--- src/rtl/wffgc_pkg.sv ---
// package for the weighted first-fit graph coloring unit
// holds sizes, register indexes, controller codes and the saturating adder
`timescale 1ns / 1ps
package wffgc_pkg;

  localparam int MAX_NODES     = 32;
  localparam int WEIGHT_BITS   = 48;
  localparam int NODE_BITS     = $clog2(MAX_NODES);
  localparam int CNT_BITS      = NODE_BITS + 1;
  localparam int ADDR_BITS     = 2 * NODE_BITS;
  localparam int CELLS         = MAX_NODES * MAX_NODES;
  localparam int POS_BITS      = ADDR_BITS + 1;
  localparam int EDGE_BITS     = 8;
  localparam int COLOR_BITS    = 5;
  localparam int USED_BITS     = 6;
  localparam int PASS_BITS     = 4;
  localparam int CFG_ADDR_BITS = 3;
  localparam int CFG_DATA_BITS = 32;

  localparam logic [CNT_BITS-1:0]  NODE_COUNT_RESET = CNT_BITS'(MAX_NODES);
  localparam logic [PASS_BITS-1:0] PASSES_RESET     = PASS_BITS'(1);

  localparam logic REG_NODE_COUNT    = 1'b0;
  localparam logic REG_WEIGHT_PASSES = 1'b1;

  typedef logic [WEIGHT_BITS-1:0] weight_t;

  typedef enum logic [3:0] {
    OP_LOAD, OP_RS_RD, OP_RS_ACC, OP_EU_VRD, OP_EU_VCAP, OP_EU_RD, OP_EU_WR,
    OP_PK_RD, OP_PK_CMP, OP_CO_RD, OP_CO_ACC, OP_CO_SET, OP_DB_RD, OP_DB_WR,
    OP_OUT_RD, OP_OUT_SHOW
  } op_t;

  typedef enum logic [4:0] {
    ST_IDLE, ST_RS_RD, ST_RS_ACC, ST_EU_VRD, ST_EU_VCAP, ST_EU_RD, ST_EU_WR,
    ST_RW_RD, ST_RW_ACC, ST_PK_RD, ST_PK_CMP, ST_CO_RD, ST_CO_ACC, ST_CO_SET,
    ST_DB_RD, ST_DB_WR, ST_OUT_RD, ST_OUT_SHOW
  } state_t;

  typedef struct packed {
    op_t  op;
    logic to_weight;
  } cmd_t;

  typedef struct packed {
    logic go;
    logic j_last;
    logic i_last;
    logic pass_last;
    logic k_last;
    logic out_free;
  } status_t;

  function automatic weight_t sat_add(weight_t a, weight_t b);
    logic [WEIGHT_BITS:0] s;
    s = {1'b0, a} + {1'b0, b};
    return s[WEIGHT_BITS] ? {WEIGHT_BITS{1'b1}} : s[WEIGHT_BITS-1:0];
  endfunction

endpackage

--- src/rtl/wffgc_cfg.sv ---
// apb register file: node_count and weight_passes
// uses wffgc_pkg
`timescale 1ns / 1ps
module wffgc_cfg (
  input  logic                                 clk,
  input  logic                                 rst,
  input  logic                                 psel,
  input  logic                                 penable,
  input  logic                                 pwrite,
  input  logic [wffgc_pkg::CFG_ADDR_BITS-1:0]  paddr,
  input  logic [wffgc_pkg::CFG_DATA_BITS-1:0]  pwdata,
  output logic [wffgc_pkg::CFG_DATA_BITS-1:0]  prdata,
  output logic                                 pready,
  output logic [wffgc_pkg::CNT_BITS-1:0]       node_count,
  output logic [wffgc_pkg::PASS_BITS-1:0]      weight_passes
);
  logic wr;

  assign pready = 1'b1;
  assign wr     = psel && penable && pwrite;

  always_ff @(posedge clk) begin
    if (rst) begin
      node_count    <= wffgc_pkg::NODE_COUNT_RESET;
      weight_passes <= wffgc_pkg::PASSES_RESET;
    end else if (wr) begin
      if (paddr[2] == wffgc_pkg::REG_NODE_COUNT) begin
        node_count <= pwdata[wffgc_pkg::CNT_BITS-1:0];
      end else begin
        weight_passes <= pwdata[wffgc_pkg::PASS_BITS-1:0];
      end
    end
  end

  always_comb begin
    if (paddr[2] == wffgc_pkg::REG_WEIGHT_PASSES) begin
      prdata = wffgc_pkg::CFG_DATA_BITS'(weight_passes);
    end else begin
      prdata = wffgc_pkg::CFG_DATA_BITS'(node_count);
    end
  end
endmodule

--- config.mk ---
export PLATFORM = sky130hd
export DESIGN_NAME = wffgc_cfg
export DESIGN_NICKNAME = d
export VERILOG_FILES = /design/src/rtl/wffgc_pkg.sv /design/src/rtl/wffgc_cfg.sv
export SDC_FILE = /design/constraint.sdc
export NUM_CORES = 1
export LEC_CHECK = 0
export BUFFER_PORTS_ARGS = -buffer_cell sky130_fd_sc_hd__buf_2
export CAP_MARGIN = 20
export CORE_MARGIN = 1
export CORE_UTILIZATION = 35
export CTS_CLUSTER_DIAMETER = 200
export DETAILED_ROUTE_END_ITERATION = 12
export PLACE_DENSITY_LB_ADDON = 0.3
export SLEW_MARGIN = 30
export SYNTH_ARGS = -nofsm -noshare
export SYNTH_HDL_FRONTEND = slang
export SYNTH_SLANG_ARGS = --single-unit
export TNS_END_PERCENT = 50
--- constraint.sdc ---
create_clock -name clk -period 1.9 [get_ports clk]
set_input_delay 0.095 -clock clk [delete_from_list [all_inputs] [get_ports clk]]
set_output_delay 0.095 -clock clk [all_outputs]
set_load 0.01 [all_outputs]
# Word level (Yosys, flattened, before mapping)
# Cells that the tools add are included.
# op_classes
mux	1
bitwise_logic	1
reduce_logical	4
# op_table
op	n
2-to-1 mux 6 bit	1
AND reduction 2 bit	2
logical AND 1 bit	2
inverter 1 bit	1
# totals
elab_cells	8
regBits	10

# Longest topological paths before layout
# logic_depth
depth_word	3
depth_mapped	4
depth_no_buf	2

# Least setup slack after synthesis
# OpenSTA, ideal clock, no wires.
# synth_timing
path_type	input -> register
startpoint	input paddr[2] (netlist bit)
endpoint	register node_count[0] (netlist bit)
path_slack_ns	1.094
stages	4
required_time_ns	1.828
t_arrival_ns	0.735
path_cell_list	buf_6 and4b_1 buf_6 mux2i_1
# synth_between
elab_chain_cells	2
# synth_lines
item	line	source
from (decl)	wffgc_cfg.sv:10	input logic [wffgc_pkg::CFG_ADDR_BITS-1:0] paddr,
inverter 1 bit (no line)	--	
AND reduction 2 bit (no line)	--	
to (signal assigned)	wffgc_cfg.sv:24	node_count <= wffgc_pkg::NODE_COUNT_RESET;
to (signal assigned)	wffgc_cfg.sv:28	node_count <= pwdata[wffgc_pkg::CNT_BITS-1:0];
to (decl)	wffgc_cfg.sv:14	output logic [wffgc_pkg::CNT_BITS-1:0] node_count,
# Every way passes these cells.
# A chain may end at the register's enable or synchronous reset.

# Final worst setup path
# layout_timing
startpoint	register weight_passes[2] (netlist bit)
endpoint	output prdata[2] (netlist bit)
# layout_between
elab_chain_cells	1
# layout_lines
item	line	source
from (decl)	wffgc_cfg.sv:15	output logic [wffgc_pkg::PASS_BITS-1:0] weight_passes
from (signal assigned)	wffgc_cfg.sv:25	weight_passes <= wffgc_pkg::PASSES_RESET;
from (signal assigned)	wffgc_cfg.sv:30	weight_passes <= pwdata[wffgc_pkg::PASS_BITS-1:0];
2-to-1 mux 6 bit	wffgc_cfg.sv:36	if (paddr[2] == wffgc_pkg::REG_WEIGHT_PASSES) begin
to (decl)	wffgc_cfg.sv:12	output logic [wffgc_pkg::CFG_DATA_BITS-1:0] prdata,
# Every way passes these cells.

==> impl_metrics.json <==
{
  "num_antenna_cells": 0,
  "drtAntennaViolNets": 0,
  "antenna_found_initial": 0,
  "cts_sinks": 10,
  "cts_hold_buffers": 0,
  "drive_gt1_frac": 0.365,
  "drc": 0,
  "syn_to_final_growth_pct": 9.71,
  "fin_nets": 145,
  "synth_warnings": 0,
  "grt_max_degree": 18,
  "finalSetupViolations": 0,
  "fin_setup_tns_ns": 0,
  "die_w_um": 47.4,
  "min_period_ns": 1.07,
  "core_area_um2": 1940,
  "postSynthCellCount": 78,
  "dp.cells": 127,
  "wl_per_cell_um": 8.42,
  "avgSynthCellArea_um2": 9.26,
  "cts_buffer_depth": 2,
  "critical_path.max_fanout": 3,
  "skew_ns": 0,
  "root_buffer": "clkbuf_4",
  "std_cell_rows": 16,
  "num_vias": 495,
  "leakage_nw": 0.417,
  "grt_pass1_wl_mm": 1.66,
  "design.portCount": 83,
  "fin_area_um2": 792,
  "drt_first_pass_iters": 4,
  "die_h_um": 47.4,
  "period_share": 0.565,
  "cp_data_arrival_time_ns": 0.98,
  "synth_area_um2": 722,
  "outcome": "completed",
  "end_kind": "primary output",
  "postRouteWirelength_mm": 1.10,
  "initial_core_util": 0.372,
  "crit_path_start_kind": "flip-flop",
  "htree_levels": 1,
  "worstSetupPathType": "reg -> out",
  "numCtsBuffers": 3,
  "drt_iter0_drc": 9,
  "grt_usage": 0.112,
  "ir_drop_v": 0.000441,
  "whs_ns": 0.0891,
  "path_clk_slew_ns": 0.07,
  "cts_setup_buffers": 0,
  "synth-seq-cells": 10,
  "dp_hpwl_um": 833,
  "cts_tree": "yes",
  "hold_viol": 0,
  "place.gp.congestion": 0.595,
  "portBuffers": 27,
  "postCtsResizedCells": 0,
  "maxSlewViolCount": 0,
  "rsz0062_at_grt": "false",
  "dpl_cell_area_um2": 756,
  "worst_ep_required_time_ns": 1.80,
  "clk_latency_ns": 0.26,
  "viasPerCell": 3.78,
  "grt_pass1_vias": 386,
  "hold_path.class": "in -> reg",
  "grt_remaining_overflow": 0,
  "instances_no_fill": 131,
  "power_density_nw_per_um2": 615,
  "fmax_ghz": 0.932,
  "ys_seq_area_frac": 0.277,
  "ys_types": 13,
  "maxCapViolations": 0,
  "die_area_um2": 2250
}
==> area by class of cell <==
| cell class | count | area, µm² |
|---|---|---|
| Clock buffer | 4 | 36.3 |
| Tap cell | 27 | 33.8 |
| Sequential cell | 10 | 200 |
| Fill cell | 209 | 1150 |
| Timing Repair Buffer | 27 | 135 |
| Multi-Input combinational cell | 63 | 387 |
==> cells in the mapped netlist (all sizes together) <==
master,count,share of area
and2b,2,0.024
and4,1,0.014
and4b,1,0.014
buf,29,0.31
clkbuf,1,0.0052
conb,2,0.010
dfxtp,10,0.28
mux2,4,0.062
mux2i,10,0.14
nand2b,13,0.11
nand4,1,0.0087
nor2,4,0.021
==> metal layers <==
metal,global-route usage,routed length (µm),up-vias
li1,-,-,252
met4,0.0857,6,0
met1,0.142,539,207
met2,0.167,456,34
met5,0,0,-
met3,0.0226,101,2
==> cell usage in the layout, fill, tap and decap left out <==
cell type,instances
conb_1,27
nand4_1,1
buf_2,27
clkbuf_8,1
nand2b_1,13
dfxtp_1,10
mux2i_1,10
clkbuf_4,3
mux2_2,4
and4_2,1
nor2_1,4
and2b_2,2
and4b_1,1
==> final timing paths <==
path,to,start,slack [ns],cells past startpoint
max,prdata[2],weight_passes[2]$_SDFFE_PP0P_,0.83,2
min,node_count[5]$_SDFFE_PP1P_,pwdata[5],0.09,3
max reg2reg,node_count[5]$_SDFFE_PP1P_,node_count[5]$_SDFFE_PP1P_,1.29,2
min reg2reg,node_count[0]$_SDFFE_PP0P_,node_count[0]$_SDFFE_PP0P_,0.48,2
==> power by group <==
part / internal, mW / total, mW / switching, mW
Combinational: 0.0297 / 0.0797 / 0.0500
Clock: 0.116 / 0.190 / 0.0741
Sequential: 0.214 / 0.217 / 0.00311
Total: 0.360 / 0.487 / 0.127
==> worst max-delay path, stage by stage (launching register included) <==
cell     delay (ns)
dfxtp_1        0.32
mux2_2         0.26
buf_2          0.14
==> kinds of logic after synthesis <==
kind of cell           share of synthesized area
other                                     0.0104
and+or+nand+nor                            0.194
DFF                                        0.277
muxes                                      0.201
buffers and inverters                      0.317
==> through the flow <==
step / util / worst slack, ns / power [mW]
CTS: 0.408 / 0.807 / 0.497
floorplan: - / 1.09 / 0.321
detailed placement: 0.389 / 0.798 / 0.302
global route: 0.408 / 0.778 / 0.521
global placement: 0.389 / 0.803 / 0.301
finish: 0.408 / 0.827 / 0.487
==> registers in the layout, summed over array words and instances, names as in the netlist <==
register,cells
weight_passes,4
node_count,6
Note: power is estimated with default switching activity, not from simulation.
