`src/rtl/wffgc_pkg.sv`:
```
// package for the weighted first-fit graph coloring unit
// holds sizes, register indexes, controller codes and the saturating adder
`timescale 1ns / 1ps
package wffgc_pkg;

  localparam int MAX_NODES     = 32;
  localparam int WEIGHT_BITS   = 48;
  localparam int NODE_BITS     = $clog2(MAX_NODES);
  localparam int CNT_BITS      = NODE_BITS + 1;
  localparam int ADDR_BITS     = 2 * NODE_BITS;
  localparam int CELLS         = MAX_NODES * MAX_NODES;
  localparam int POS_BITS      = ADDR_BITS + 1;
  localparam int EDGE_BITS     = 8;
  localparam int COLOR_BITS    = 5;
  localparam int USED_BITS     = 6;
  localparam int PASS_BITS     = 4;
  localparam int CFG_ADDR_BITS = 3;
  localparam int CFG_DATA_BITS = 32;

  localparam logic [CNT_BITS-1:0]  NODE_COUNT_RESET = CNT_BITS'(MAX_NODES);
  localparam logic [PASS_BITS-1:0] PASSES_RESET     = PASS_BITS'(1);

  localparam logic REG_NODE_COUNT    = 1'b0;
  localparam logic REG_WEIGHT_PASSES = 1'b1;

  typedef logic [WEIGHT_BITS-1:0] weight_t;

  typedef enum logic [3:0] {
    OP_LOAD, OP_RS_RD, OP_RS_ACC, OP_EU_VRD, OP_EU_VCAP, OP_EU_RD, OP_EU_WR,
    OP_PK_RD, OP_PK_CMP, OP_CO_RD, OP_CO_ACC, OP_CO_SET, OP_DB_RD, OP_DB_WR,
    OP_OUT_RD, OP_OUT_SHOW
  } op_t;

  typedef enum logic [4:0] {
    ST_IDLE, ST_RS_RD, ST_RS_ACC, ST_EU_VRD, ST_EU_VCAP, ST_EU_RD, ST_EU_WR,
    ST_RW_RD, ST_RW_ACC, ST_PK_RD, ST_PK_CMP, ST_CO_RD, ST_CO_ACC, ST_CO_SET,
    ST_DB_RD, ST_DB_WR, ST_OUT_RD, ST_OUT_SHOW
  } state_t;

  typedef struct packed {
    op_t  op;
    logic to_weight;
  } cmd_t;

  typedef struct packed {
    logic go;
    logic j_last;
    logic i_last;
    logic pass_last;
    logic k_last;
    logic out_free;
  } status_t;

  function automatic weight_t sat_add(weight_t a, weight_t b);
    logic [WEIGHT_BITS:0] s;
    s = {1'b0, a} + {1'b0, b};
    return s[WEIGHT_BITS] ? {WEIGHT_BITS{1'b1}} : s[WEIGHT_BITS-1:0];
  endfunction

endpackage

```
`src/rtl/wffgc_ctrl.sv`:
```
// sequencer for load, weighting passes, greedy coloring and result output
// uses wffgc_pkg state, command and status types
`timescale 1ns / 1ps
module wffgc_ctrl (
  input  logic               clk,
  input  logic               rst,
  input  wffgc_pkg::status_t status,
  output wffgc_pkg::cmd_t    cmd
);
  wffgc_pkg::state_t state, state_next;

  always_ff @(posedge clk) begin
    if (rst) begin
      state <= wffgc_pkg::ST_IDLE;
    end else begin
      state <= state_next;
    end
  end

  always_comb begin
    state_next = state;
    case (state)
      wffgc_pkg::ST_IDLE:    if (status.go) state_next = wffgc_pkg::ST_RS_RD;
      wffgc_pkg::ST_RS_RD:   state_next = wffgc_pkg::ST_RS_ACC;
      wffgc_pkg::ST_RS_ACC: begin
        if (status.j_last && status.i_last) state_next = wffgc_pkg::ST_EU_VRD;
        else state_next = wffgc_pkg::ST_RS_RD;
      end
      wffgc_pkg::ST_EU_VRD:  state_next = wffgc_pkg::ST_EU_VCAP;
      wffgc_pkg::ST_EU_VCAP: state_next = wffgc_pkg::ST_EU_RD;
      wffgc_pkg::ST_EU_RD:   state_next = wffgc_pkg::ST_EU_WR;
      wffgc_pkg::ST_EU_WR: begin
        if (!status.j_last) state_next = wffgc_pkg::ST_EU_RD;
        else if (status.i_last) state_next = wffgc_pkg::ST_RW_RD;
        else state_next = wffgc_pkg::ST_EU_VRD;
      end
      wffgc_pkg::ST_RW_RD:   state_next = wffgc_pkg::ST_RW_ACC;
      wffgc_pkg::ST_RW_ACC: begin
        if (!(status.j_last && status.i_last)) state_next = wffgc_pkg::ST_RW_RD;
        else if (status.pass_last) state_next = wffgc_pkg::ST_PK_RD;
        else state_next = wffgc_pkg::ST_RS_RD;
      end
      wffgc_pkg::ST_PK_RD:   state_next = wffgc_pkg::ST_PK_CMP;
      wffgc_pkg::ST_PK_CMP: begin
        if (status.i_last) state_next = wffgc_pkg::ST_CO_RD;
        else state_next = wffgc_pkg::ST_PK_RD;
      end
      wffgc_pkg::ST_CO_RD:   state_next = wffgc_pkg::ST_CO_ACC;
      wffgc_pkg::ST_CO_ACC: begin
        if (status.j_last) state_next = wffgc_pkg::ST_CO_SET;
        else state_next = wffgc_pkg::ST_CO_RD;
      end
      wffgc_pkg::ST_CO_SET:  state_next = wffgc_pkg::ST_DB_RD;
      wffgc_pkg::ST_DB_RD:   state_next = wffgc_pkg::ST_DB_WR;
      wffgc_pkg::ST_DB_WR: begin
        if (!status.j_last) state_next = wffgc_pkg::ST_DB_RD;
        else if (status.k_last) state_next = wffgc_pkg::ST_OUT_RD;
        else state_next = wffgc_pkg::ST_PK_RD;
      end
      wffgc_pkg::ST_OUT_RD:  state_next = wffgc_pkg::ST_OUT_SHOW;
      wffgc_pkg::ST_OUT_SHOW: begin
        if (status.out_free) begin
          if (status.i_last) state_next = wffgc_pkg::ST_IDLE;
          else state_next = wffgc_pkg::ST_OUT_RD;
        end
      end
      default:               state_next = wffgc_pkg::ST_IDLE;
    endcase
  end

  always_comb begin
    cmd.to_weight = 1'b0;
    case (state)
      wffgc_pkg::ST_IDLE:     cmd.op = wffgc_pkg::OP_LOAD;
      wffgc_pkg::ST_RS_RD:    cmd.op = wffgc_pkg::OP_RS_RD;
      wffgc_pkg::ST_RS_ACC:   cmd.op = wffgc_pkg::OP_RS_ACC;
      wffgc_pkg::ST_EU_VRD:   cmd.op = wffgc_pkg::OP_EU_VRD;
      wffgc_pkg::ST_EU_VCAP:  cmd.op = wffgc_pkg::OP_EU_VCAP;
      wffgc_pkg::ST_EU_RD:    cmd.op = wffgc_pkg::OP_EU_RD;
      wffgc_pkg::ST_EU_WR:    cmd.op = wffgc_pkg::OP_EU_WR;
      wffgc_pkg::ST_RW_RD: begin
        cmd.op        = wffgc_pkg::OP_RS_RD;
        cmd.to_weight = 1'b1;
      end
      wffgc_pkg::ST_RW_ACC: begin
        cmd.op        = wffgc_pkg::OP_RS_ACC;
        cmd.to_weight = 1'b1;
      end
      wffgc_pkg::ST_PK_RD:    cmd.op = wffgc_pkg::OP_PK_RD;
      wffgc_pkg::ST_PK_CMP:   cmd.op = wffgc_pkg::OP_PK_CMP;
      wffgc_pkg::ST_CO_RD:    cmd.op = wffgc_pkg::OP_CO_RD;
      wffgc_pkg::ST_CO_ACC:   cmd.op = wffgc_pkg::OP_CO_ACC;
      wffgc_pkg::ST_CO_SET:   cmd.op = wffgc_pkg::OP_CO_SET;
      wffgc_pkg::ST_DB_RD:    cmd.op = wffgc_pkg::OP_DB_RD;
      wffgc_pkg::ST_DB_WR:    cmd.op = wffgc_pkg::OP_DB_WR;
      wffgc_pkg::ST_OUT_RD:   cmd.op = wffgc_pkg::OP_OUT_RD;
      wffgc_pkg::ST_OUT_SHOW: cmd.op = wffgc_pkg::OP_OUT_SHOW;
      default:                cmd.op = wffgc_pkg::OP_LOAD;
    endcase
  end
endmodule

```
`config.mk`:
```
export PLATFORM = sky130hd
export DESIGN_NAME = wffgc_ctrl
export DESIGN_NICKNAME = d
export VERILOG_FILES = /design/src/rtl/wffgc_pkg.sv /design/src/rtl/wffgc_ctrl.sv
export SDC_FILE = /design/constraint.sdc
export NUM_CORES = 1
export LEC_CHECK = 0
export ABC_AREA = 1
export BUFFER_PORTS_ARGS = -buffer_cell sky130_fd_sc_hd__buf_2
export CAP_MARGIN = 20
export CORE_MARGIN = 2
export CORE_UTILIZATION = 39
export CTS_CLUSTER_DIAMETER = 120
export CTS_CLUSTER_SIZE = 24
export DETAILED_ROUTE_END_ITERATION = 7
export GPL_TIMING_DRIVEN = 0
export PLACE_DENSITY = 0.56
export SLEW_MARGIN = 20
export SYNTH_ARGS = -nofsm -noshare
export SYNTH_HDL_FRONTEND = slang
export SYNTH_SLANG_ARGS = --single-unit
```
`constraint.sdc`:
```
create_clock -name clk -period 2.6 [get_ports clk]
set_clock_uncertainty 0.2 [all_clocks]
set_input_delay 0.52 -clock clk [delete_from_list [all_inputs] [get_ports clk]]
set_output_delay 0.52 -clock clk [all_outputs]
set_load 0.1 [all_outputs]
```
After elaboration in Yosys (flattened, before gate mapping) --
Cells that the tools add are included.
Word-level totals: bits in registers 5, input bits 8, output and inout port bits 5, word-level logic and storage cells 41
Cells by class: equal/unequal tests 19, mux-type cells 15, reduce and logical (&&, ||, !) cells 6
Operator list (count):
- case mux 5 bit (18 select lines) | 1
- case mux 4 bit (15 select lines) | 1
- == test 5 x 4 -> 1 bit (second input constant) | 8
- 2-to-1 mux 5 bit | 5
- == test 5 x 3 -> 1 bit (second input constant) | 4
- == test 5 x 2 -> 1 bit (second input constant) | 2
- == test 5 bit (second input constant) | 2
- 2-to-1 mux 3 bit | 3
- 2-to-1 mux 4 bit | 2
- OR reduction 2 bit | 3
- == test 5 x 1 -> 1 bit (second input constant) | 1
- logical NOT 5 bit | 1
- 2-to-1 mux 2 bit | 2
- != test 2 bit (second input constant) | 2
- AND reduction 2 bit | 1
- logical AND 1 bit | 1
- 2-to-1 mux 1 bit | 1

Logic depth before layout (Yosys ltp) --
Gate-level depths: netlist of run 1.
word-level depth 3, mapped depth 10

Worst setup path before layout of run 1 --
No wires, ideal clock.
path kind register to output, start reg state[1], end out cmd[2] (netlist bit), arrival 2.165 ns, slack -0.285 ns, stages on the path, launching flop included 3, path buffers 0, cell sequence dfxtp_1 > nand3_1 > o2111ai_1
RTL lines:
- start: declaration | line wffgc_ctrl.sv:10 | wffgc_pkg::state_t state, state_next;
- start signal: assignment | line wffgc_ctrl.sv:14 | state <= wffgc_pkg::ST_IDLE;
- start signal: assignment | line wffgc_ctrl.sv:16 | state <= state_next;
- end: declaration | line wffgc_ctrl.sv:8 | output wffgc_pkg::cmd_t cmd

==> results of run 1 <==
==> per-stage QoR <==
step,total power [W],cells
after detailed placement,0.000265,148
after CTS,0.000354,152
after global routing,0.000380,152
final,0.000359,152
after floorplan,0.000232,121
after global placement,0.000266,148
==> worst max-delay path, stage by stage, from the launching register on <==
cell	delay, ns
dfxtp_1	0.53
nand2_2	0.14
clkinv_1	0.10
nand3_2	0.11
nand2_1	0.12
nor2_1	0.07
nand2_1	0.05
buf_2	0.41
==> cells by family after synthesis <==
kind of cell | after synthesis
AOI/OAI and AO/OA | 13
buffers and inverters | 22
DFF | 5
and+or+nand+nor | 81
==> synthesized netlist by cell type <==
library cell | n | share of area
nand2_1 | 38 | 0.22
nand3_1 | 14 | 0.11
nor2_1 | 13 | 0.076
inv_1 | 11 | 0.064
inv_2 | 8 | 0.047
nor2_2 | 7 | 0.068
a21oi_1 | 5 | 0.039
dfxtp_1 | 5 | 0.16
nand3_2 | 3 | 0.047
o21ai_1 | 3 | 0.023
nor3_1 | 2 | 0.016
o21a_1 | 2 | 0.023
buf_4 | 1 | 0.012
clkbuf_1 | 1 | 0.0058
clkinv_1 | 1 | 0.0058
nand2_2 | 1 | 0.0097
nand4_1 | 1 | 0.0097
nor3_2 | 1 | 0.016
nor3b_2 | 1 | 0.019
o2111ai_1 | 1 | 0.014
o211ai_1 | 1 | 0.012
o21ai_0 | 1 | 0.0078
==> path summary, 6_finish.rpt <==
kind / from / endpoint / slack (ns) / depth (start not counted)
worst max-delay path: state[3]$_SDFFE_PP0P_ / cmd[4] / 0.11 / 7
worst min register to register: state[4]$_SDFFE_PP0P_ / state[4]$_SDFFE_PP0P_ / 0.55 / 4
worst min-delay path: rst / state[0]$_SDFFE_PP0P_ / 0.31 / 2
worst max register to register: state[3]$_SDFFE_PP0P_ / state[4]$_SDFFE_PP0P_ / 0.96 / 8
==> what timing repair did <==
item | in CTS | in global routing
hold buffers | 0 | 0
endpoints found under the hold margin | 0 | 0
resized for setup | 0 | 4
setup endpoints to repair | 0 | 3
buffers inserted | 0 | 0
==> per-layer routing <==
metal  wire length [microns]  global-route usage
met1                     835               0.257
met2                     808               0.304
met3                     118              0.0367
met4                      31              0.0667
met5                       0                   0
==> power groups by stage <==
stage               clock network, W  registers, W  logic (W)
floorplan                          0     0.0000950   0.000137
global placement                   0     0.0000983   0.000168
detailed placement                 0     0.0000980   0.000167
CTS                        0.0000900     0.0000965   0.000168
global route               0.0000970     0.0000976   0.000186
finish                     0.0000906     0.0000968   0.000172
==> area by class of cell <==
type	count	area share
Multi-Input combinational cell	94	0.611
Sequential cell	5	0.132
Inverter	20	0.0990
Timing Repair Buffer	11	0.0825
Clock buffer	4	0.0347
Tap cell	16	0.0264
Buffer	2	0.0149
==> impl_results.md, run 1 <==
- Lkg Pwr: 0.416 nW
- Mapped Area: 643 sq um
- # DRC: 0
- Clock tree root buffer cell: clkbuf_4
- Antenna-violating nets left: 0
- Yosys reg bits: 5
- Largest register by flop count: state
- Die X: 44.6 microns
- Most frequent cells in the layout: nand2_1 (38), nand3_1 (14), nor2_1 (13)
- CP Class: flip-flop to primary output
- Vias: 802
- Unrepaired setup endpoints after global routing: false
- Final Cell Area: 758 sq um
- Synth Instances: 121
- Post-DP HPWL: 1.45 mm
- Critical path peak fanout: 6
- I/O Buffers: 11
- Ant diodes: 0
- Core ar.: 0.00152 sq mm
- Worst hold margin: 0.309 ns
- Seq pwr share: 0.269
- Power Dens Cells: 474 mW/mm^2
- Status: finished, final reports clean
- Synth warnings: 0
- Crit path launch type: flip-flop
- Fin. max-slew vios: 0
- Routability Congestion: 0.911
- Initial antenna violation count: 0
- Worst vdd ir: 0.334 mV
- WL final: 1.79 mm
- Final setup violating endpoints: 0
- Post-Synth Adder-Cell Area: 0
- Mapped Nets: 129
- Int Pwr: 0.000188 W
- Clock-pin slew on the worst setup and hold paths: 0.05 ns
- Post-Synth Simple-Gate Area: 0.591
- Post-synthesis xor/xnor area fraction: 0
- Cell variety after synth: 22
- Sequential area share after synthesis: 0.156
- Pin count of the biggest net entering global routing: 11
- Post-synthesis mux area share: 0
- Wirelength per Cell: 11.8 microns
- CTS tree: built
- Multi-input logic area: 463 sq um
- DP Area: 724 sq um
- Slew @ Worst Pin: 0.484 ns
- Fin nets: 145
- Rel. slew slack: 0.680
- Fin util: 0.498
- CTS H-tree lvls: 1
- Compound-gate portion of the synthesized area: 0.119
- Total track usage: 0.192
- Max Fclk: 401 MHz
- Hold Crit Class: input pin to flip-flop
- TritonRoute pass-1 iters: 4
- # clock sinks: 5
- Die Height: 44.6 microns
- Commonest non-fill, non-tap cell in the layout: nand2_1
- Clock power share: 0.252
- Combinational Power Share: 0.479
- Grt ovf: 0
- Post-route setup slack: 0.106 ns
- Largest registers: state: 5 flops
- Psw: 0.000172 W
- DP Worst Slack: 0.353 ns
- Vias in the first global route: 700
- Setup TNS: 0 ns
- Largest register FFs: 5
- Total CTS buffers: 3
- Fill cells: 162
- Area delta synth->final: 17.9%
- Max-cap violations: 0
- Syn_area_per_cell: 5.32 sq um
- Nature of the critical path endpoint: primary output
- CP arrival: 1.77 ns
- Global-route wire length before repair: 2.86 mm
- I/O Pins: 13
- Clock tree buffer depth: 2
- Worst path required time: 1.88 ns
- Period utilisation layout: 0.959
- Final hold vios: 0
- Initial drt markers: 11
- Register area: 100 sq um
- Switching Fraction: 0.478
- Minimum clock period: 2.49 ns
- Largest family of logic cells by synthesized area: simple AND/OR/NAND/NOR gates
- Starting Density: 0.422
- Die area: 0.00199 sq mm
- Layout cells sized above 1: 0.272
- DR vias/cell: 5.28
- Skew-Pair Late Insertion Delay: 0.24 ns
- Row count: 14
Note: power is estimated with default switching activity, not from simulation.
==> run 2: changes to the inputs <==
==> constraint.sdc (replaced) <==
create_clock -name clk -period 2.6 [get_ports clk]
set_clock_uncertainty 0.2 [all_clocks]
set_input_delay 0.65 -clock clk [delete_from_list [all_inputs] [get_ports clk]]
set_output_delay 0.65 -clock clk [all_outputs]
set_load 0.1 [all_outputs]
==> impl_results.md, run 2 (synthesis gave the netlist of run 1 again) <==
- Starting Density: 0.422 (unchanged)
- CP max stage delay: 0.40 ns (was 0.53 ns)
- Slew @ Worst Pin: 0.347 ns (was 0.484 ns)
- CP Class: flip-flop to primary output (unchanged)
- CP bufs+invs: 1 (was 2)
- Area delta synth->final: 22.0% (was 17.9%)
- Grt ovf: 0 (unchanged)
- Max-cap violations: 0 (unchanged)
- # DRC: 0 (unchanged)
- Final hold vios: 0 (unchanged)
- Unrepaired setup endpoints after global routing: false (unchanged)
- Wirelength per Cell: 11.8 microns (about the same)
- Largest register by flop count: state (unchanged)
- Seq pwr share: 0.267 (was 0.269)
- CTS tree: built (unchanged)
- Vias: 769 (was 802)
- Die area: 0.00199 sq mm (unchanged)
- Core ar.: 0.00152 sq mm (unchanged)
- Worst path required time: 1.75 ns (was 1.88 ns)
- Ant diodes: 0 (unchanged)
- Routability Congestion: 0.834 (was 0.911)
- Switching Fraction: 0.477 (was 0.478)
- Largest registers: state: 5 flops (unchanged)
- Vias in the first global route: 669 (was 700)
- Critical Path, Cell by Cell: nor2_2 -> nand3_2 -> nand2_1 -> nor2_1 -> o2111ai_2 -> buf_4 (was nand2_2 -> clkinv_1 -> nand3_2 -> nand2_1 -> nor2_1 -> nand2_1 -> buf_2)
- Most frequent cells in the layout: nand2_1 (35), nand3_1 (14), nor2_1 (13) (was nand2_1 (38), nand3_1 (14), nor2_1 (13))
- Setup TNS: 0 ns (unchanged)
- Int Pwr: 0.000191 W (was 0.000188 W)
- Top Family by Delay on Critical Path: simple AND/OR/NAND/NOR gates (was flip-flops)
- Combinational Power Share: 0.486 (was 0.479)
- WL final: 1.79 mm (about the same)
- Row count: 14 (unchanged)
- Psw: 0.000174 W (was 0.000172 W)
- Layout cells sized above 1: 0.316 (was 0.272)
- I/O Buffers: 11 (unchanged)
- Lkg Pwr: 0.420 nW (was 0.416 nW)
- CTS H-tree lvls: 1 (unchanged)
- Post-DP HPWL: 1.43 mm (was 1.45 mm)
- Largest register FFs: 5 (unchanged)
- CP arrival: 1.64 ns (was 1.77 ns)
- DR vias/cell: 5.06 (was 5.28)
- Fin. max-slew vios: 0 (unchanged)
- Hold Crit Class: input pin to flip-flop (unchanged)
- Total track usage: 0.204 (was 0.192)
- Die X: 44.6 microns (unchanged)
- Clock-pin slew on the worst setup and hold paths: 0.04 ns (was 0.05 ns)
- Crit path launch type: flip-flop (unchanged)
- Nature of the critical path endpoint: primary output (unchanged)
- Period utilisation layout: 0.956 (was 0.959)
- Max Fclk: 402 MHz (was 401 MHz)
- Commonest non-fill, non-tap cell in the layout: nand2_1 (unchanged)
- Worst vdd ir: 0.453 mV (was 0.334 mV)
- Total CTS buffers: 3 (unchanged)
- Power Dens Cells: 466 mW/mm^2 (was 474 mW/mm^2)
- Antenna-violating nets left: 0 (unchanged)
- Fin util: 0.515 (was 0.498)
- Minimum clock period: 2.49 ns (about the same)
- Rel. slew slack: 0.768 (was 0.680)
- Fill cells: 164 (was 162)
- Global-route wire length before repair: 2.95 mm (was 2.86 mm)
- Crit-path slowest cell: dfxtp_1 (unchanged)
- Hold buffer count at CTS: 0 (unchanged)
- Clock tree root buffer cell: clkbuf_4 (unchanged)
- Fin nets: 145 (unchanged)
- I/O Pins: 13 (unchanged)
- Initial antenna violation count: 0 (unchanged)
- Pin count of the biggest net entering global routing: 11 (unchanged)
- Final setup violating endpoints: 0 (unchanged)
- Skew-Pair Late Insertion Delay: 0.24 ns (about the same)
- Die Height: 44.6 microns (unchanged)
- # clock sinks: 5 (unchanged)
- Clock tree buffer depth: 2 (unchanged)
- Critical path peak fanout: 7 (was 6)
- TritonRoute pass-1 iters: 5 (was 4)
- Initial drt markers: 21 (was 11)
- Clock power share: 0.247 (was 0.252)
- Post-CTS setup buffers: 0 (unchanged)
- Status: finished, final reports clean (unchanged)
==> run 2: final timing paths <==
| kind | startpoint | to | slack, ns | cells past startpoint |
|---|---|---|---|---|
| setup / recovery | state[1]$_SDFFE_PP0P_ | cmd[2] | 0.11 | 6 |
| hold / removal | rst | state[0]$_SDFFE_PP0P_ | 0.42 | 2 |
| setup reg to reg | state[2]$_SDFFE_PP0P_ | state[0]$_SDFFE_PP0P_ | 1.00 | 8 |
| hold reg to reg | state[4]$_SDFFE_PP0P_ | state[4]$_SDFFE_PP0P_ | 0.49 | 4 |
==> run 2: power groups by stage <==
stage / combinational (W) / sequential (W) / clock [W]
after detailed placement: 0.000168 / 0.0000976 / 0
final: 0.000178 / 0.0000977 / 0.0000903
after global routing: 0.000194 / 0.0000989 / 0.0000950
after global placement: 0.000168 / 0.0000979 / 0
after floorplan: 0.000138 / 0.0000940 / 0
after CTS: 0.000174 / 0.0000965 / 0.0000914
==> run 2: through the flow <==
stage / worst slack [ns] / std cells / area, sq um / hold slack [ns] / power [W]
after floorplan: 0.00345 / 121 / 662 / 0.416 / 0.000232
after global placement: 0.210 / 148 / 737 / 0.481 / 0.000266
after detailed placement: 0.220 / 148 / 737 / 0.474 / 0.000265
after CTS: 0.0820 / 152 / 773 / 0.421 / 0.000362
after global routing: 0.0152 / 152 / 785 / 0.431 / 0.000388
final: 0.114 / 152 / 785 / 0.423 / 0.000366
==> run 2: area by class of cell <==
type	count	area (sq um)	area share
plain buffers	2	11.3	0.0144
clock buffers	4	26.3	0.0335
inverters	20	75.1	0.0957
multi-input cells	94	470	0.600
flip-flops and latches	5	106	0.136
well taps	16	20.0	0.0255
repair buffers	11	75.1	0.0957
==> run 2: repair_timing <==
| item | CTS | global route |
|---|---|---|
| resized for setup | 4 | 4 |
| endpoints found under the setup margin | 4 | 5 |
| hold endpoints to repair | 0 | 0 |
==> run 2: worst reg2reg max path: cells and delay by family (launching register included) <==
| kind | cells | cell delay (ns) |
|---|---|---|
| buffers and inverters | 1 | 0.04 |
| flip-flops | 1 | 0.38 |
| AO/OA/AOI/OAI | 1 | 0.05 |
| AND/OR/NAND/NOR | 6 | 0.82 |
==> run 2: routing by layer <==
| metal | global-route usage | wire length [microns] |
|---|---|---|
| met5 | 0 | 0 |
| met4 | 0.0364 | 0 |
| met3 | 0.0490 | 111 |
| met2 | 0.325 | 835 |
| met1 | 0.279 | 838 |
